File: config.mk
export PLATFORM = sky130hd
export DESIGN_NAME = redundant_frame_bundle_deframer_unit
export DESIGN_NICKNAME = d
export VERILOG_FILES = /design/src/rtl/rfbd_pkg.sv /design/src/rtl/rfbd_in_reg.sv /design/src/rtl/rfbd_out_reg.sv /design/src/rtl/rfbd_core.sv /design/src/rtl/redundant_frame_bundle_deframer_unit.sv
export SDC_FILE = /design/constraint.sdc
export NUM_CORES = 1
export LEC_CHECK = 0
export BUFFER_PORTS_ARGS = -buffer_cell sky130_fd_sc_hd__buf_2
export CAP_MARGIN = 20
export CORE_ASPECT_RATIO = 1.75
export CORE_MARGIN = 2
export CORE_UTILIZATION = 60
export DETAILED_ROUTE_END_ITERATION = 8
export PLACE_DENSITY = 0.78
export SLEW_MARGIN = 20
export SYNTH_ARGS = -nofsm -noshare
export SYNTH_HDL_FRONTEND = slang
export SYNTH_SLANG_ARGS = --single-unit
File: constraint.sdc
create_clock -name clk_i -period 7.3 [get_ports clk_i]
set_clock_uncertainty 0.1 [all_clocks]
set_input_delay 0.365 -clock clk_i [delete_from_list [all_inputs] [get_ports clk_i]]
set_output_delay 0.365 -clock clk_i [all_outputs]
set_load 0.01 [all_outputs]
File: src/rtl/rfbd_pkg.sv
// Shared types and constants of the redundant frame bundle deframer.
package rfbd_pkg;

  // Bundle format
  localparam logic [7:0] HdrMagic   = 8'h4f;
  localparam logic [7:0] HdrVersion = 8'h01;
  localparam int         HdrBytes   = 6;
  localparam int         DescBytes  = 10;

  // Field widths
  localparam int SeqW   = 32;
  localparam int TsW    = 32;
  localparam int SizeW  = 16;
  localparam int IndexW = 3;
  localparam int LimitW = 3;

  // One descriptor as stored: sequence, timestamp, size (big-endian order)
  localparam int DescW  = SeqW + TsW + SizeW;

  // Bundle verdict codes
  typedef enum logic [2:0] {
    StOk          = 3'd0,
    StHeader      = 3'd1,
    StRepairCount = 3'd2,
    StDescTrunc   = 3'd3,
    StPrimary     = 3'd4,
    StRepair      = 3'd5
  } status_e;

  // One input request
  typedef struct packed {
    logic [7:0]      data_byte;
    logic            last;
    logic [SeqW-1:0] primary_seq;
    logic [TsW-1:0]  primary_ts;
  } rfbd_in_t;

  // One result request
  typedef struct packed {
    logic              has_byte;
    logic [IndexW-1:0] frame_index;
    logic              frame_first;
    logic              frame_last;
    logic [SeqW-1:0]   frame_seq;
    logic [TsW-1:0]    frame_ts;
    logic [SizeW-1:0]  frame_size;
    logic [7:0]        data_out;
    logic              is_end;
    status_e           status;
  } rfbd_res_t;

  // Handshake between the input register, the core and the result register
  typedef struct packed {
    logic take;      // core consumes the held input request this cycle
    logic res_valid; // core hands a result to the result register
  } rfbd_ctrl_t;

endpackage

File: src/rtl/rfbd_in_reg.sv
// Input register: holds one accepted request until the core takes it.
module rfbd_in_reg
  import rfbd_pkg::*;
(
  input  logic     clk_i,
  input  logic     rst_ni,
  input  logic     valid_i,
  output logic     ready_o,
  input  rfbd_in_t item_i,
  input  logic     take_i,
  output logic     valid_o,
  output rfbd_in_t item_o
);

  logic     valid_q, valid_d;
  rfbd_in_t item_q;

  // Free when empty or being drained this cycle
  assign ready_o = !valid_q || take_i;

  always_comb begin
    valid_d = valid_q;
    if (ready_o) begin
      valid_d = valid_i;
    end
  end

  always_ff @(posedge clk_i or negedge rst_ni) begin
    if (!rst_ni) begin
      valid_q <= 1'b0;
    end else begin
      valid_q <= valid_d;
    end
  end

  // Payload, no reset
  always_ff @(posedge clk_i) begin
    if (ready_o && valid_i) begin
      item_q <= item_i;
    end
  end

  assign valid_o = valid_q;
  assign item_o  = item_q;

endmodule

File: src/rtl/rfbd_out_reg.sv
// Result register: holds one result until the downstream side takes it.
module rfbd_out_reg
  import rfbd_pkg::*;
(
  input  logic      clk_i,
  input  logic      rst_ni,
  input  logic      load_i,
  input  rfbd_res_t res_i,
  output logic      free_o,
  output logic      valid_o,
  input  logic      ready_i,
  output rfbd_res_t res_o
);

  logic      valid_q, valid_d;
  rfbd_res_t res_q;

  // A new result may land when empty or when the held one leaves now
  assign free_o = !valid_q || ready_i;

  always_comb begin
    valid_d = valid_q;
    if (load_i) begin
      valid_d = 1'b1;
    end else if (ready_i) begin
      valid_d = 1'b0;
    end
  end

  always_ff @(posedge clk_i or negedge rst_ni) begin
    if (!rst_ni) begin
      valid_q <= 1'b0;
    end else begin
      valid_q <= valid_d;
    end
  end

  always_ff @(posedge clk_i) begin
    if (load_i) begin
      res_q <= res_i;
    end
  end

  assign valid_o = valid_q;
  assign res_o   = res_q;

endmodule

File: src/rtl/rfbd_core.sv
// Deframer core: bundle parse state, descriptor store and result build.
module rfbd_core
  import rfbd_pkg::*;
#(
  parameter int MAX_REPAIRS = 4
) (
  input  logic              clk_i,
  input  logic              rst_ni,
  // configuration writes
  input  logic              cfg_valid_i,
  input  logic              cfg_addr_i,
  input  logic [SizeW-1:0]  cfg_data_i,
  // held input request
  input  logic              in_valid_i,
  input  rfbd_in_t          in_item_i,
  // result side
  input  logic              out_free_i,
  output rfbd_ctrl_t        ctrl_o,
  output rfbd_res_t         res_o
);

  // Repair limit and frame index are 3 bits wide, so no more than this many
  // descriptors can ever be stored.
  localparam int MaxIndex = 2**IndexW - 1;
  localparam int Depth    = (MAX_REPAIRS > MaxIndex) ? MaxIndex : MAX_REPAIRS;
  localparam int IdxW     = (Depth > 1) ? $clog2(Depth) : 1;
  localparam int AsmW     = DescW - 8;

  localparam logic [3:0] HdrLastPos  = 4'(HdrBytes - 1);
  localparam logic [3:0] DescLastPos = 4'(DescBytes - 1);

  typedef enum logic [2:0] {
    PhHeader,
    PhDesc,
    PhPrimary,
    PhRepair,
    PhTrail,
    PhError
  } phase_e;

  // Configuration registers
  localparam logic CfgRepairLimit = 1'b0;
  localparam logic CfgMaxFrame    = 1'b1;

  logic [LimitW-1:0] repair_limit_q;
  logic [SizeW-1:0]  max_frame_q;

  always_ff @(posedge clk_i or negedge rst_ni) begin
    if (!rst_ni) begin
      repair_limit_q <= LimitW'(4);
      max_frame_q    <= SizeW'(1275);
    end else if (cfg_valid_i) begin
      case (cfg_addr_i)
        CfgRepairLimit: repair_limit_q <= cfg_data_i[LimitW-1:0];
        CfgMaxFrame:    max_frame_q    <= cfg_data_i;
        default: ;
      endcase
    end
  end

  // Parse state
  phase_e            phase_q, phase_d;
  logic [3:0]        pos_q, pos_d;
  logic [IndexW-1:0] desc_idx_q, desc_idx_d;
  logic [7:0]        repair_total_q, repair_total_d;
  logic [SizeW-1:0]  plen_q, plen_d;
  logic [SeqW-1:0]   held_seq_q, held_seq_d;
  logic [TsW-1:0]    held_ts_q, held_ts_d;
  logic [IndexW-1:0] cur_frame_q, cur_frame_d;
  logic [SizeW-1:0]  bytes_left_q, bytes_left_d;
  status_e           first_error_q, first_error_d;
  // tags of the frame being streamed
  logic [SeqW-1:0]   cur_seq_q, cur_seq_d;
  logic [TsW-1:0]    cur_ts_q, cur_ts_d;
  logic [SizeW-1:0]  cur_size_q, cur_size_d;
  // descriptor assembly and store
  logic [AsmW-1:0]   asm_q, asm_d;
  logic [DescW-1:0]  desc_q [Depth];
  logic              desc_we;
  logic [DescW-1:0]  desc_wdata;
  // stored entry of the repair frame that follows the current one
  logic [DescW-1:0]  upcoming_desc_q;
  logic [IdxW-1:0]   rd_idx;

  rfbd_in_t          item;
  rfbd_res_t         res;
  logic              take;
  logic              emit;
  logic [7:0]        lim;
  logic [SizeW-1:0]  plen_new;
  logic [SizeW-1:0]  left_next;
  logic [SizeW-1:0]  upcoming_size;

  assign item = in_item_i;
  assign take = in_valid_i && out_free_i;

  // Repair limit beyond the store acts as the store size
  assign lim = (int'(repair_limit_q) > MAX_REPAIRS) ? 8'(MAX_REPAIRS)
                                                     : 8'(repair_limit_q);

  assign plen_new      = {plen_q[15:8], item.data_byte};
  assign left_next     = (bytes_left_q == '0) ? '0 : bytes_left_q - 1'b1;
  assign upcoming_size = upcoming_desc_q[SizeW-1:0];
  assign desc_wdata    = {asm_q, item.data_byte};
  assign rd_idx        = cur_frame_d[IdxW-1:0];

  function automatic logic size_ok(logic [SizeW-1:0] sz, logic [SizeW-1:0] mx);
    return (sz != '0) && (sz <= mx);
  endfunction

  always_comb begin
    phase_d        = phase_q;
    pos_d          = pos_q;
    desc_idx_d     = desc_idx_q;
    repair_total_d = repair_total_q;
    plen_d         = plen_q;
    held_seq_d     = held_seq_q;
    held_ts_d      = held_ts_q;
    cur_frame_d    = cur_frame_q;
    bytes_left_d   = bytes_left_q;
    first_error_d  = first_error_q;
    cur_seq_d      = cur_seq_q;
    cur_ts_d       = cur_ts_q;
    cur_size_d     = cur_size_q;
    asm_d          = asm_q;
    desc_we        = 1'b0;
    emit           = 1'b0;
    res            = '0;

    if (take) begin
      // primary tags ride on the first byte of a bundle
      if (phase_q == PhHeader && pos_q == '0) begin
        held_seq_d = item.primary_seq;
        held_ts_d  = item.primary_ts;
      end

      case (phase_q)
        PhHeader: begin
          pos_d = pos_q + 1'b1;
          if (pos_q == 4'd0 && item.data_byte != HdrMagic) begin
            first_error_d = StHeader;
            phase_d       = PhError;
          end else if (pos_q == 4'd1 && item.data_byte != HdrVersion) begin
            first_error_d = StHeader;
            phase_d       = PhError;
          end else if (pos_q == 4'd2) begin
            repair_total_d = item.data_byte;
          end else if (pos_q == 4'd4) begin
            plen_d = {item.data_byte, 8'h00};
          end else if (pos_q == HdrLastPos) begin
            plen_d = plen_new;
            if (repair_total_q > lim) begin
              first_error_d = StRepairCount;
              phase_d       = PhError;
            end else if (repair_total_q == '0) begin
              if (!size_ok(plen_new, max_frame_q)) begin
                first_error_d = StPrimary;
                phase_d       = PhError;
              end else begin
                phase_d      = PhPrimary;
                cur_frame_d  = '0;
                bytes_left_d = plen_new;
                cur_seq_d    = held_seq_q;
                cur_ts_d     = held_ts_q;
                cur_size_d   = plen_new;
              end
            end else begin
              phase_d    = PhDesc;
              pos_d      = '0;
              desc_idx_d = '0;
            end
          end
        end

        PhDesc: begin
          // shift bytes in; the tenth byte completes an entry
          asm_d = {asm_q[AsmW-9:0], item.data_byte};
          pos_d = pos_q + 1'b1;
          if (pos_q == DescLastPos) begin
            pos_d      = '0;
            desc_we    = 1'b1;
            desc_idx_d = desc_idx_q + 1'b1;
            if (8'(desc_idx_q + 1'b1) == repair_total_q) begin
              if (!size_ok(plen_q, max_frame_q)) begin
                first_error_d = StPrimary;
                phase_d       = PhError;
              end else begin
                phase_d      = PhPrimary;
                cur_frame_d  = '0;
                bytes_left_d = plen_q;
                cur_seq_d    = held_seq_q;
                cur_ts_d     = held_ts_q;
                cur_size_d   = plen_q;
              end
            end
          end
        end

        PhPrimary, PhRepair: begin
          emit            = 1'b1;
          res.has_byte    = 1'b1;
          res.frame_index = cur_frame_q;
          res.frame_first = (bytes_left_q == cur_size_q);
          res.frame_last  = (bytes_left_q == SizeW'(1));
          res.frame_seq   = cur_seq_q;
          res.frame_ts    = cur_ts_q;
          res.frame_size  = cur_size_q;
          res.data_out    = item.data_byte;
          bytes_left_d    = left_next;
          // frame done: open the next repair frame or go to trailer
          if (left_next == '0) begin
            if (8'(cur_frame_q) < repair_total_q) begin
              if (!size_ok(upcoming_size, max_frame_q)) begin
                first_error_d = StRepair;
                phase_d       = PhError;
              end else begin
                cur_frame_d  = cur_frame_q + 1'b1;
                phase_d      = PhRepair;
                bytes_left_d = upcoming_size;
                cur_seq_d    = upcoming_desc_q[DescW-1 -: SeqW];
                cur_ts_d     = upcoming_desc_q[SizeW +: TsW];
                cur_size_d   = upcoming_size;
              end
            end else begin
              phase_d = PhTrail;
            end
          end
        end

        default: ;
      endcase

      // verdict on the final byte, then back to a fresh bundle
      if (item.last) begin
        res.is_end = 1'b1;
        if (first_error_d != StOk) begin
          res.status = first_error_d;
        end else begin
          case (phase_d)
            PhHeader:  res.status = StHeader;
            PhDesc:    res.status = StDescTrunc;
            PhPrimary: res.status = StPrimary;
            PhRepair:  res.status = StRepair;
            default:   res.status = StOk;
          endcase
        end
        phase_d        = PhHeader;
        pos_d          = '0;
        desc_idx_d     = '0;
        repair_total_d = '0;
        plen_d         = '0;
        cur_frame_d    = '0;
        bytes_left_d   = '0;
        first_error_d  = StOk;
      end
    end
  end

  always_ff @(posedge clk_i or negedge rst_ni) begin
    if (!rst_ni) begin
      phase_q        <= PhHeader;
      pos_q          <= '0;
      desc_idx_q     <= '0;
      repair_total_q <= '0;
      plen_q         <= '0;
      held_seq_q     <= '0;
      held_ts_q      <= '0;
      cur_frame_q    <= '0;
      bytes_left_q   <= '0;
      first_error_q  <= StOk;
    end else begin
      phase_q        <= phase_d;
      pos_q          <= pos_d;
      desc_idx_q     <= desc_idx_d;
      repair_total_q <= repair_total_d;
      plen_q         <= plen_d;
      held_seq_q     <= held_seq_d;
      held_ts_q      <= held_ts_d;
      cur_frame_q    <= cur_frame_d;
      bytes_left_q   <= bytes_left_d;
      first_error_q  <= first_error_d;
    end
  end

  // Frame tags and descriptor data, no reset
  always_ff @(posedge clk_i) begin
    cur_seq_q  <= cur_seq_d;
    cur_ts_q   <= cur_ts_d;
    cur_size_q <= cur_size_d;
    asm_q      <= asm_d;
    if (desc_we) begin
      desc_q[desc_idx_q[IdxW-1:0]] <= desc_wdata;
    end
    // registered read of the entry at the next frame index, with write-through
    if (desc_we && desc_idx_q[IdxW-1:0] == rd_idx) begin
      upcoming_desc_q <= desc_wdata;
    end else begin
      upcoming_desc_q <= desc_q[rd_idx];
    end
  end

  assign ctrl_o.take      = take;
  assign ctrl_o.res_valid = take && (emit || item.last);
  assign res_o            = res;

endmodule

File: src/rtl/redundant_frame_bundle_deframer_unit.sv
// Top level of the redundant frame bundle deframer.
// Takes a bundle one byte per request (tlast on the final byte), checks the
// 6-byte header, stores up to the repair limit (no more than MAX_REPAIRS or 7)
// 10-byte repair descriptors and then streams the primary and repair payload
// bytes out, each tagged with frame index, first/last marks, sequence,
// timestamp and size. Header, descriptor and trailing bytes give no result
// except the final byte, whose result carries tlast and the bundle verdict; a
// non-zero verdict means all bytes already sent for that bundle must be dropped.
// One byte can be accepted in every clock cycle without gaps while the result
// side keeps up: the held input request is parsed by combinational counter,
// compare and descriptor-select logic, and a result is presented by the result
// register after its byte has passed through the input register. A result held
// by a stalled result side blocks the next byte. No clearing pass after reset.
// Configuration is to be written by the user through the cfg port (index 0: repair
// limit, index 1: largest frame size) only while idle; the block does not enforce it.
module redundant_frame_bundle_deframer_unit
  import rfbd_pkg::*;
#(
  parameter int MAX_REPAIRS = 4
) (
  input  logic        clk_i,
  input  logic        rst_ni,
  // input bytes
  input  logic        s_axis_tvalid_i,
  output logic        s_axis_tready_o,
  input  logic [71:0] s_axis_tdata_i,  // data_byte[7:0], primary_seq[39:8], primary_ts[71:40]
  input  logic        s_axis_tlast_i,  // last
  // results
  output logic        m_axis_tvalid_o,
  input  logic        m_axis_tready_i,
  output logic [95:0] m_axis_tdata_o,  // frame_seq[31:0], frame_ts[63:32],
                                       // frame_size[79:64], data_out[87:80],
                                       // status[90:88], zero[95:91]
  output logic [5:0]  m_axis_tuser_o,  // has_byte[0], frame_index[3:1],
                                       // frame_first[4], frame_last[5]
  output logic        m_axis_tlast_o,  // is_end
  // configuration writes
  input  logic        cfg_valid_i,
  output logic        cfg_ready_o,
  input  logic        cfg_addr_i,
  input  logic [15:0] cfg_data_i
);

  rfbd_in_t   s_item;
  rfbd_in_t   in_item;
  logic       in_valid;
  rfbd_ctrl_t ctrl;
  rfbd_res_t  core_res;
  rfbd_res_t  out_res;
  logic       out_free;

  // Unpack the input request
  assign s_item.data_byte   = s_axis_tdata_i[7:0];
  assign s_item.last        = s_axis_tlast_i;
  assign s_item.primary_seq = s_axis_tdata_i[39:8];
  assign s_item.primary_ts  = s_axis_tdata_i[71:40];

  assign cfg_ready_o = 1'b1;

  rfbd_in_reg u_in_reg (
    .clk_i   (clk_i),
    .rst_ni  (rst_ni),
    .valid_i (s_axis_tvalid_i),
    .ready_o (s_axis_tready_o),
    .item_i  (s_item),
    .take_i  (ctrl.take),
    .valid_o (in_valid),
    .item_o  (in_item)
  );

  rfbd_core #(
    .MAX_REPAIRS (MAX_REPAIRS)
  ) u_core (
    .clk_i       (clk_i),
    .rst_ni      (rst_ni),
    .cfg_valid_i (cfg_valid_i),
    .cfg_addr_i  (cfg_addr_i),
    .cfg_data_i  (cfg_data_i),
    .in_valid_i  (in_valid),
    .in_item_i   (in_item),
    .out_free_i  (out_free),
    .ctrl_o      (ctrl),
    .res_o       (core_res)
  );

  rfbd_out_reg u_out_reg (
    .clk_i   (clk_i),
    .rst_ni  (rst_ni),
    .load_i  (ctrl.res_valid),
    .res_i   (core_res),
    .free_o  (out_free),
    .valid_o (m_axis_tvalid_o),
    .ready_i (m_axis_tready_i),
    .res_o   (out_res)
  );

  // Pack the result request
  assign m_axis_tdata_o = {5'b0, out_res.status, out_res.data_out, out_res.frame_size,
                           out_res.frame_ts, out_res.frame_seq};
  assign m_axis_tuser_o = {out_res.frame_last, out_res.frame_first,
                           out_res.frame_index, out_res.has_byte};
  assign m_axis_tlast_o = out_res.is_end;

endmodule
# Yosys cells after proc, flatten, opt, wreduce, memory -nomap -nowiden
# Memory sizes are Yosys's and may differ from the RTL's. A register that Yosys moved wholly into a read port is not among the register bits.
# Index checks and enable logic that the tools add are counted.
# totals
register_bits,464
latch_bits,0
ramBits,320
rom_bits,0
output_inout_bits,106
wordCells,290
memories,1
# classes
addsub,5
n_mul,0
div_mod_pow,0
magnitude_cmp,6
eq_ne,48
shifts,0
mux,148
bitwise,1
reduce_logical,47
# mem_list
memory,depth,width,read_ports,rd_clocked_by_memory_dff,write_ports,line_no,rtl
u_core.desc_q,4,80,1,1,1,rfbd_core.sv:78,logic [DescW-1:0] desc_q [Depth];
# op_table
operator,count
2-to-1 mux 32 bit,28
2-to-1 mux 16 bit,25
case mux 32 bit (3 select lines),2
2-to-1 mux 3 bit,58
case mux 16 bit (3 select lines),2
2-to-1 mux 94 bit,1
less-or-equal comparator 16 bit,3
2-to-1 mux 8 bit,6
nonzero test 16 bit,3
2-to-1 mux 4 bit,10
zero test 16 bit,2
AND reduction 16 bit,2
"inequality test 3 bit, second input constant",9
case mux 3 bit (3 select lines),3
"inequality test 2 bit, second input constant",11
"inequality test 3 x 2 -> 1 bit, second input constant",6
"equality test 16 x 1 -> 1 bit, second input constant",1
equality test 16 bit,1
"subtractor 16 x 1 -> 16 bit, second input constant",1
AND reduction 2 bit,7
AND reduction 13 bit,1
"equality test 3 x 2 -> 1 bit, second input constant",4
"inequality test 2 x 1 -> 1 bit, second input constant",6
case mux 3 bit (4 select lines),1
32 further kinds,62

# Depth between registers and ports, before layout
# Gate-level depths: netlist (run 1).
# depth
word_depth,16
depth_mapped,15
ltp_nobuf,13

# Hierarchy
# A second synthesis (run 1) with hierarchy kept.
# hier_totals
cells_unflattened,1931
hier_area_um2,31356.3
# modules_own_cells
module,instances,cells_per_inst,area_per_inst_um2,seq_area_each_um2
rfbd_core,1,1745,26067.5,17703.2
rfbd_out_reg,1,101,2990.4,2967.8
rfbd_in_reg,1,77,2245.9,2217.1
redundant_frame_bundle_deframer_unit,1,8,52.6,0.0

# Worst setup path after synthesis (run 1)
# Ideal clock, no wire load.
# synth_timing
path_kind,reg-to-reg
start,register with a tool-made name
end,"register u_core.cur_seq_q[0], enable pin"
setup_ns,0.447
t_arrival_ns,4.768
required_time_ns,6.753
slack_ns,1.985
stages_incl_launch_ff,13
n_path_buf,2
path_cell_list,dfxtp_1 > buf_2 > buf_2 > mux4_2 > ha_1 > nor2b_1 > o211ai_1 > a21oi_1 > a211oi_1 > o311a_1 > a31oi_1 > nor2b_1 > and2_1
# synth_lines
item,line_no,rtl
"end signal, assigned",rfbd_core.sv:287,cur_seq_q <= cur_seq_d;
"end, declared",rfbd_core.sv:73,"logic [SeqW-1:0] cur_seq_q, cur_seq_d;"

==> run_results.csv, run 1 <==
group,metric,value,unit
synth,netlist_instances,1955,
timing,timing.final.crit_period,4.899,ns
synth,post-synth-top-area-fraction,0.6188,
setup_path,startpoint_type,"flip-flop",
synth,synth_flop_cell,"edfxtp_1",
placed_design,place_congestion,1.008,
floorplan,initial_core_util,0.6061,
outcome,status,"finished clean",
routing,first_iter_violations,1617,
cts,htree_num_levels,3,
layout,layout_commonest_cell,"edfxtp_1",
grt,grt_pass1_vias,18766,
layout,mostFrequentLayoutCells,"edfxtp_1 (643), nand2_1 (299), buf_2 (193), dfrtp_1 (132)",
setup_path,crit_type,"flip-flop to flip-flop",
placed_design,dp_cells,2753,
grt,grt_pass1_wl,116000,µm
pwr,ir_drop,0.0002658,V
routing,drt-pass1-iter-count,6,
pwr,p_leak,0.01366,µW
layout,drive_above_1_share,0.2277,
cts,cts_max_path_buffers,3,
synth,syn_area,31200,µm²
timing,hold_violations,0,
cts,cts.sinks,786,
synth,ys_ff_latch,786,
cts,clkLatencyLatePin,0.60,ns
floorplan,coreArea,51470,µm²
setup_path,required,7.48,ns
layout,num_antenna_cells,0,
synth,ys_warn_count,0,
cts,cts_root_buffer,"clkbuf_16",
placed_design,place_hpwl,48430,µm
grt,antenna_found_initial,5,
timing,setup_ws,2.401,ns
grt,grt_max_degree,175,
synth,synth-seq-area-share,0.7336,
placed_design,pre_cts_slack,2.327,ns
setup_path,cp_max_fo,50,
timing,rsz0062_at_grt,"no",
synth,ys_types,67,
routing,drc,0,
layout,finalNonFillerCells,2973,
setup_path,arrival,5.08,ns
routing,routed_wirelength,78360,µm
routing,post_drt_wl_per_cell,26.36,µm
job,cap_violations,0,
cts,cts_tree,"yes",
layout,syn2layout_area_growth,15.60,%
synth,synth_edf_count,643,
grt,grt_usage,0.2972,
floorplan,pin_count,201,
placed_design,numPortBuffers,194,
synth,avgSynthCellArea,15.96,µm²
layout,fin_nets,2398,
setup_path,critPathCaptureType,"flip-flop",
synth,async_flop_share,0.1794,
floorplan,dieArea,53910,µm²
cts,cts_resized,0,
synth,synth_top_area_cell,"edfxtp_1",
timing,finalCritPeriodShare,0.6711,
timing,final-max-slew-violation-count,0,
timing,max_freq,204.1,MHz
grt,overflow,0,
routing,ant_nets,0,
pwr,p_per_area,308.6,nW/µm²
timing,finalSetupTns,0,ns
timing,whs,0.04146,ns
worst_hold_path,hold_class,"primary input to flip-flop",
floorplan,dieHeight,305.7,µm
routing,vias_per_cell,6.019,
timing,setup_violations,0,
routing,num_vias,17894,
floorplan,die_w,176.4,µm
timing,relSlewSlack,0.2601,
cts,clkTransAtPathRegs,0.06,ns
timing,tightest_slew,1.110,ns
floorplan,row_count,110,
cts,cts_buffers,69,
synth,synth_top_cells_by_area,"edfxtp_1 (62%), dfrtp_1 (11%), mux4_2 (5.8%), nand2_1 (3.6%), mux2_2 (3.2%)",
pwr,power,11130,µW
[path summary, 6_finish.rpt]
check / from / to / cells past startpoint / slack, ns
setup / recovery: flip-flop / u_core.cur_seq_q[20] / 11 / 2.40
hold / removal: cfg_addr_i / u_core.repair_limit_q[2] / 3 / 0.04
setup reg to reg: flip-flop / u_core.cur_seq_q[20] / 11 / 2.40
hold reg to reg: u_in_reg.item_o[51] / u_core.held_seq_q[19] / 1 / 0.38
max in group asynchronous: rst_ni / u_core.held_ts_q[28] / 3 / 5.38
min in group asynchronous: rst_ni / u_core.bytes_left_q[12] / 2 / 0.34
[final cells by class]
type                            count  area (µm²)
Sequential cell                   786       22900
Clock inverter                     33       301.5
Multi-Input combinational cell   1032        7807
Inverter                           48       180.2
Timing Repair Buffer              310        2128
Fill cell                        3304       15400
Tap cell                          672       840.8
Clock buffer                       92        1916
[synthesized netlist by cell type (8+ instances only)]
library cell	n
xor2_1	19
nor3_1	22
nor2b_1	19
a22o_1	13
mux2_2	88
nor4_1	21
mux4_2	80
nand3_1	22
edfxtp_1	643
o21ai_0	71
buf_1	11
clkbuf_1	67
nand4_1	10
and3_1	94
and2_1	10
dfstp_2	9
ha_1	56
a31oi_1	8
xnor2_1	9
inv_1	48
nand2_1	301
a21oi_1	40
nor2_1	47
dfrtp_1	132
o31ai_1	8
[routing by layer]
| layer | global-route usage | up-vias | share of wire |
|---|---|---|---|
| li1 | - | 7937 | - |
| met1 | 0.3372 | 9030 | 0.34 |
| met2 | 0.5272 | 726 | 0.54 |
| met3 | 0.03930 | 199 | 0.050 |
| met4 | 0.1872 | 2 | 0.070 |
| met5 | 0 | - | 0.00011 |
[power breakdown]
part	switching, µW	total, µW	internal, µW
sequential	350	5810	5460
combinational	1020	1700	683
clock	1610	3610	2000
[registers in the layout, summed over array words and instances, names as in the netlist, named ones only]
name,count
u_core.bytes_left_q,16
u_core.asm_q,72
u_core.cur_size_q,16
u_out_reg.valid_o,1
u_core.first_error_q,3
u_in_reg.item_o,73
u_core.desc_q,320
u_core.held_seq_q,32
u_core.pos_q,4
u_core.cur_seq_q,32
u_core.max_frame_q,16
u_out_reg.res_o,98
u_core.cur_ts_q,32
u_core.cur_frame_q,3
u_in_reg.valid_o,1
u_core.plen_q,16
u_core.held_ts_q,32
u_core.phase_q,3
u_core.repair_total_q,8
u_core.repair_limit_q,3
u_core.desc_idx_q,3
[worst max-delay path, stage by stage, from the launching register on]
cell      delay [ns]
dfxtp_4         0.86
mux4_2          0.65
ha_1            0.35
a21oi_1         0.15
o21ai_0         0.12
a221oi_1        0.40
or2_2           0.18
o311a_1         0.35
a31oi_1         0.17
nor2b_1         0.18
and2_4          0.70
buf_12          0.31
[stage by stage]
step	cell area, µm²	util
after floorplan	31220	-
after global placement	32880	0.6388
after detailed placement	32880	0.6388
after CTS	36040	0.7002
after global routing	36070	0.7007
final	36070	0.7007
[cell families after synthesis]
| kind of cell | synth area share |
|---|---|
| flip-flops | 0.7336 |
| multiplexers | 0.09047 |
| adder cells (fa/ha/maj) | 0.02246 |
| buffers and inverters | 0.01833 |
| other | 0.0002407 |
| AO/OA/AOI/OAI | 0.03637 |
| XOR/XNOR | 0.007860 |
| AND/OR/NAND/NOR | 0.09071 |
[repair_timing]
action | 4_1_cts | 5_1_grt
buffers inserted | 0 | 0
hold endpoints to repair | 167 | 0
hold buffers | 94 | 0
No activity file was read; power rests on OpenSTA's default activity.
==> run 2, diff against run 1 <==
ABC_AREA = 1   (was unset)
clock period = 4.7 ns   (was 7.3 ns; I/O delays follow)
==> run 2 against run 1 <==
  * Register-to-register slack worse by 2.0 ns
  * Utilization increased by 0.14 points
  * Worst hold slack improved by 0.079 ns
  * Non-clock buffer count up 23
  * Worst setup slack got worse by 2.0 ns
  * Clock-buffer cell count decreased by 11
  * Critical path depth rose by 10
  * Clock power is 61% higher
  * Global-route usage grew 1.4 points
  * Final cell count increased by 23%
  * Critical path type unchanged
  * Largest cell class unchanged
==> run_results.csv, run 2 <==
group,metric,value,unit
synth,synth_top_cells_by_area,"edfxtp_1 (60%), dfrtp_1 (10%), nor2_1 (6.0%), nand2_1 (3.6%), o21ai_0 (3.0%)",
cts,cts_max_path_buffers,3,
placed_design,numPortBuffers,194,
setup_path,cp_top_family,"simple AND/OR/NAND/NOR gates",
layout,largest_reg_flops,320,
timing,finalCritPeriodShare,0.9049,
cts,cts_root_buffer,"clkbuf_16",
synth,synth-seq-area-share,0.7156,
timing,finalSetupTns,0,ns
setup_path,cp_max_fo,50,
layout,utilization,0.7021,
grt,grt_pass1_wl,126900,µm
layout,multi_input_area,7890,µm²
cts,cts.sinks,786,
cts,htree_num_levels,3,
timing,tightest_slew,1.075,ns
cts,cts_setup_buffers,0,
routing,ant_nets,0,
grt,overflow,0,
floorplan,dieHeight,309.4,µm
grt,grt_usage,0.3113,
layout,regArea,22900,µm²
layout,fill_cells,3559,
setup_path,required,4.84,ns
timing,whs,0.1201,ns
grt,antenna_found_initial,0,
layout,fin_area,37190,µm²
grt,grt_max_degree,167,
layout,mostFrequentLayoutCells,"edfxtp_1 (643), nor2_1 (507), nand2_1 (303), inv_1 (225), buf_2 (193)",
grt,grt_pass1_vias,21654,
timing,hold_violations,0,
synth,synth_most_common_cell,"edfxtp_1",
floorplan,pin_count,201,
setup_path,reg2regPathDepth,21,
setup_path,rr_endpoint,"u_core.cur_ts_q[14]",
synth,synth_edf_count,643,
synth,synth_top_area_cell,"edfxtp_1",
setup_path,worst-path-buf-inv,5,
job,cap_violations,0,
cts,cts_tree,"yes",
floorplan,initial_core_util,0.6038,
layout,drive_above_1_share,0.1568,
routing,first_iter_violations,2178,
layout,syn2layout_area_growth,16.28,%
synth,avgSynthCellArea,12.16,µm²
pwr,ir_drop,0.0005544,V
synth,async_flop_share,0.1794,
floorplan,coreArea,52970,µm²
outcome,status,"finished clean",
routing,post_drt_wl_per_cell,22.94,µm
timing,max_freq,235.1,MHz
synth,synth_flop_cell,"edfxtp_1",
synth,syn_area,31980,µm²
timing,setup_violations,0,
placed_design,place_hpwl,54830,µm
timing,timing.final.crit_period,4.253,ns
setup_path,cpPeakStageDelay,0.49,ns
timing,rsz0062_at_grt,"no",
layout,fin_nets,3081,
placed_design,place_area,33910,µm²
floorplan,dieArea,55240,µm²
synth,ys_types,51,
timing,relSlewSlack,0.2835,
synth,netlist_instances,2631,
cts,clkLatencyLatePin,0.62,ns
setup_path,crit_type,"flip-flop to flip-flop",
routing,drc,0,
pwr,p_per_area,539.4,nW/µm²
floorplan,die_w,178.5,µm
routing,routed_wirelength,84150,µm
floorplan,row_count,112,
pwr,p_leak,0.01469,µW
setup_path,critPathCaptureType,"flip-flop",
placed_design,place_congestion,1.087,
setup_path,startpoint_type,"flip-flop",
pwr,power,20060,µW
synth,synth_commonest_cells,"edfxtp_1 (643), nor2_1 (513), nand2_1 (306)",
setup_path,crit_slowest_cell,"buf_4",
setup_path,crit_top_cell,"nand2_1",
setup_path,r2r_slack,0.45,ns
synth,ys_warn_count,0,
cts,cts_resized,0,
worst_hold_path,hold_class,"primary input to asynchronous set/reset pin",
routing,vias_per_cell,5.867,
layout,layout_commonest_cell,"edfxtp_1",
synth,post-synth-top-area-fraction,0.6037,
layout,num_antenna_cells,0,
timing,final-max-slew-violation-count,0,
setup_path,arrival,4.39,ns
routing,num_vias,21520,
setup_path,crit_chain,"inv_4, buf_4, nand2_1, nand3_1, nand2_1, inv_1, ha_1, nand2_1, o21bai_1, nand2_1, nand2_1, nand2_1, nand2_1, nand2_1, nand2_1, nand2_1, nand3b_4, nand2_4, inv_4, nor3_4, buf_4",
cts,hold_buffers,97,
routing,drt-pass1-iter-count,6,
synth,ys_ff_latch,786,
cts,clkTransAtPathRegs,0.07,ns
cts,cts_buffers,67,
==> run 2: cell type report <==
class                           count  area share
Clock buffer                       81     0.04730
Timing Repair Buffer              333     0.06389
Multi-Input combinational cell   1511      0.2122
Tap cell                          684     0.02301
Inverter                          231     0.02362
Clock inverter                     42     0.01440
Sequential cell                   786      0.6156
==> run 2: cell families after synthesis <==
group                      count (synthesis)  share of synthesized area
AOI/OAI and AO/OA                        377                    0.06576
xor gates and xnor gates                  10                   0.002739
adders and majority gates                 56                    0.02191
buffers and inverters                    338                    0.04115
DFF                                      786                     0.7156
muxes                                     64                    0.02253
other                                      2                  0.0002348
and+or+nand+nor                          998                     0.1301
==> run 2: power breakdown <==
part | internal, µW | switching, µW
Combinational | 1670 | 3390
Sequential | 8550 | 617
Clock | 3280 | 2560
Total | 13500 | 6570
==> run 2: how the worst max path moves through the flow <==
stage / startpoint / endpoint / cells past startpoint
2_1_floorplan: flip-flop / u_core.cur_seq_q[0] / 20
3_3_place_gp: flip-flop / u_core.cur_ts_q[18] / 21
3_5_place_dp: flip-flop / u_core.cur_ts_q[13] / 21
4_1_cts: flip-flop / u_core.cur_ts_q[15] / 21
5_1_grt: flip-flop / u_core.cur_ts_q[14] / 21
6_report: flip-flop / u_core.cur_ts_q[14] / 21
==> run 2: per-layer routing <==
metal / global-route usage / wire length, µm / up-vias
met5: 0 / 0 / -
met4: 0.1809 / 5130 / 0
met3: 0.04926 / 5607 / 260
met2: 0.5449 / 43880 / 1064
met1: 0.3606 / 29540 / 10480
li1: - / - / 9716
==> run 2: per-stage QoR <==
stage	instances	worst slack, ns
4_1_cts	3668	0.4786
6_report	3668	0.4467
3_5_place_dp	3448	0.5327
5_1_grt	3668	0.1630
2_1_floorplan	2635	0.06044
3_3_place_gp	3448	0.7284
==> run 2: worst register-to-register path: cells and delay by family, from the launching register on <==
kind	cells	cell delay, ns
buffers and inverters	5	1.46
AO/OA/AOI/OAI	1	0.11
AND/OR/NAND/NOR	14	1.49
adder cells (fa/ha/maj)	1	0.23
flip-flops	1	0.43
==> run 3, diff against run 2 <==
CORE_UTILIZATION = 55   (was 60)
PLACE_DENSITY = 0.75   (was 0.78)
clock period = 3.6 ns   (was 4.7 ns; I/O delays follow)
==> run 3 against run 2 <==
  * Utilization is 4.7 points lower
  * Design area up 1.9%
  * Final cell count rose by 4.1%
  * Critical path type unchanged
  * Clock-buffer cell count up 10
  * Flip-flop and latch count unchanged
  * First-iteration DRC count shrank 15%
  * Via count up 0.11%
  * Combinational power is 36% higher
  * Largest power group unchanged
  * Wire length is 3.5% higher
  * Worst setup slack lost 0.27 ns
  * Largest cell class unchanged
==> run_results.csv, run 3 (synthesized netlist as in run 2, its figures left out) <==
group,metric,value,unit
pwr,p_leak,0.01499,µW
floorplan,dieArea,60170,µm²
setup_path,arrival,3.61,ns
setup_path,reg2reg_from,"u_core.bytes_left_q[1]",
placed_design,place_congestion,0.9666,
layout,drive_above_1_share,0.1730,
cts,htree_num_levels,3,
cts,cts_max_path_buffers,3,
cts,cts.sinks,786,
timing,hold_violations,0,
floorplan,pin_count,201,
placed_design,place_hpwl,58120,µm
setup_path,startpoint,"u_core.bytes_left_q[1]",
layout,fin_nets,3142,
pwr,ir_drop,0.0004917,V
layout,largest_reg_flops,320,
job,cap_violations,0,
floorplan,initial_core_util,0.5531,
grt,overflow,0,
layout,fin_area,37900,µm²
setup_path,cp_max_fo,29,
floorplan,dieHeight,323.0,µm
routing,post_drt_wl_per_cell,22.81,µm
placed_design,pre_cts_slack,0.1601,ns
floorplan,die_w,186.3,µm
outcome,status,"finished clean",
pwr,p_per_area,694.0,nW/µm²
floorplan,row_count,117,
timing,rsz0062_at_grt,"no",
timing,relSlewSlack,0.3203,
timing,max_freq,292.0,MHz
timing,setup_ws,0.1748,ns
setup_path,required,3.79,ns
routing,num_vias,21544,
cts,cts_tree,"yes",
routing,drt-pass1-iter-count,8,
routing,vias_per_cell,5.641,
timing,timing.final.crit_period,3.425,ns
timing,setup_violations,0,
worst_hold_path,hold_class,"primary input to asynchronous set/reset pin",
routing,routed_wirelength,87120,µm
setup_path,crit_type,"flip-flop to flip-flop",
layout,layout_commonest_cell,"edfxtp_1",
layout,num_antenna_cells,0,
cts,cts_root_buffer,"clkbuf_16",
timing,final-max-slew-violation-count,0,
grt,grt_max_degree,167,
cts,clkLatencyLatePin,0.64,ns
cts,clkTransAtPathRegs,0.06,ns
layout,fill_cells,4222,
setup_path,critPathCaptureType,"flip-flop",
layout,utilization,0.6555,
grt,grt_usage,0.2933,
placed_design,numPortBuffers,194,
setup_path,startpoint_type,"flip-flop",
layout,mostFrequentLayoutCells,"edfxtp_1 (643), nor2_1 (506), nand2_1 (300), inv_1 (224), buf_2 (193)",
floorplan,coreArea,57820,µm²
grt,grt_pass1_wl,128900,µm
layout,syn2layout_area_growth,18.50,%
timing,tightest_slew,1.019,ns
routing,ant_nets,0,
cts,cts_buffers,71,
routing,first_iter_violations,1861,
grt,grt_pass1_vias,21449,
timing,finalCritPeriodShare,0.9515,
timing,whs,0.05129,ns
placed_design,place_area,34610,µm²
grt,antenna_found_initial,2,
routing,drc,0,
==> run 3: changes by cell type in the layout (fill, tap and decap cells not counted), moves of 2 or more <==
cell / before / now
buf_4: 33 / 76
buf_12: 9 / 22
bufinv_16: 10 / 5
clkbuf_1: 11 / 15
clkbuf_16: 67 / 71
clkinv_1: 9 / 13
inv_6: 10 / 6
clkinvlp_4: 3 / 6
nand2_1: 303 / 300
nand2_2: 7 / 10
clkbuf_8: 3 / 5
clkinv_2: 6 / 4
==> run 3: area by class of cell <==
class                           count  area (µm²)  share of cell area
Inverter                          231       887.1             0.02340
Sequential cell                   786       22900              0.6041
Tap cell                          773       967.2             0.02552
Clock buffer                       91        1902             0.05018
Clock inverter                     37       362.8            0.009573
Timing Repair Buffer              390        2987             0.07880
Multi-Input combinational cell   1511        7901              0.2085
==> run 3: what timing repair did <==
action | CTS | global route
setup buffers | 0 | 1
hold buffers | 98 | 0
resized for setup | 0 | 4
setup endpoints to repair | 0 | 81
endpoints found under the hold margin | 233 | 0
==> run 3: worst paths after layout <==
check,to,cells after the start,slack [ns]
setup / recovery,u_core.cur_ts_q[20],16,0.17
hold / removal,u_core.held_seq_q[18],3,0.05
setup reg to reg,u_core.cur_ts_q[20],16,0.17
hold reg to reg,u_core.held_seq_q[6],1,0.38
max in group asynchronous,u_core.bytes_left_q[15],3,2.77
min in group clk_i,u_core.max_frame_q[0],4,0.16
==> run 3: metal layers <==
metal | part of all wire | vias up | routed length, µm | track usage
li1 | - | 9834 | - | -
met1 | 0.36 | 10575 | 31390 | 0.3414
met2 | 0.52 | 915 | 45080 | 0.5147
met3 | 0.055 | 220 | 4811 | 0.03738
met4 | 0.067 | 0 | 5839 | 0.1766
met5 | 0 | - | 0 | 0
==> run 3: metrics by stage <==
step	setup TNS, ns	power (µW)	cells
after detailed placement	0	18800	3592
after global routing	0	27470	3819
after global placement	0	18590	3592
final	0	26300	3819
after floorplan	-218.70	16320	2635
after CTS	0	26340	3818
==> run 3: critical path, cell delays in order (launching register included) <==
cell      delay (ns)
dfrtp_1         0.40
inv_1           0.13
ha_2            0.26
nand2_4         0.11
nor2_8          0.15
nand2_4         0.19
nand3_1         0.26
nand2_1         0.09
nor2_2          0.21
nand2_1         0.17
nor2_4          0.18
nand3b_4        0.10
nand2_4         0.09
inv_6           0.04
nor3_4          0.19
buf_12          0.16
buf_12          0.19
==> run 3: power by group <==
| group | total (µW) | switching (µW) | internal, µW |
|---|---|---|---|
| Combinational | 6880 | 4490 | 2390 |
| Sequential | 11900 | 759 | 11200 |
| Clock | 7500 | 3370 | 4140 |
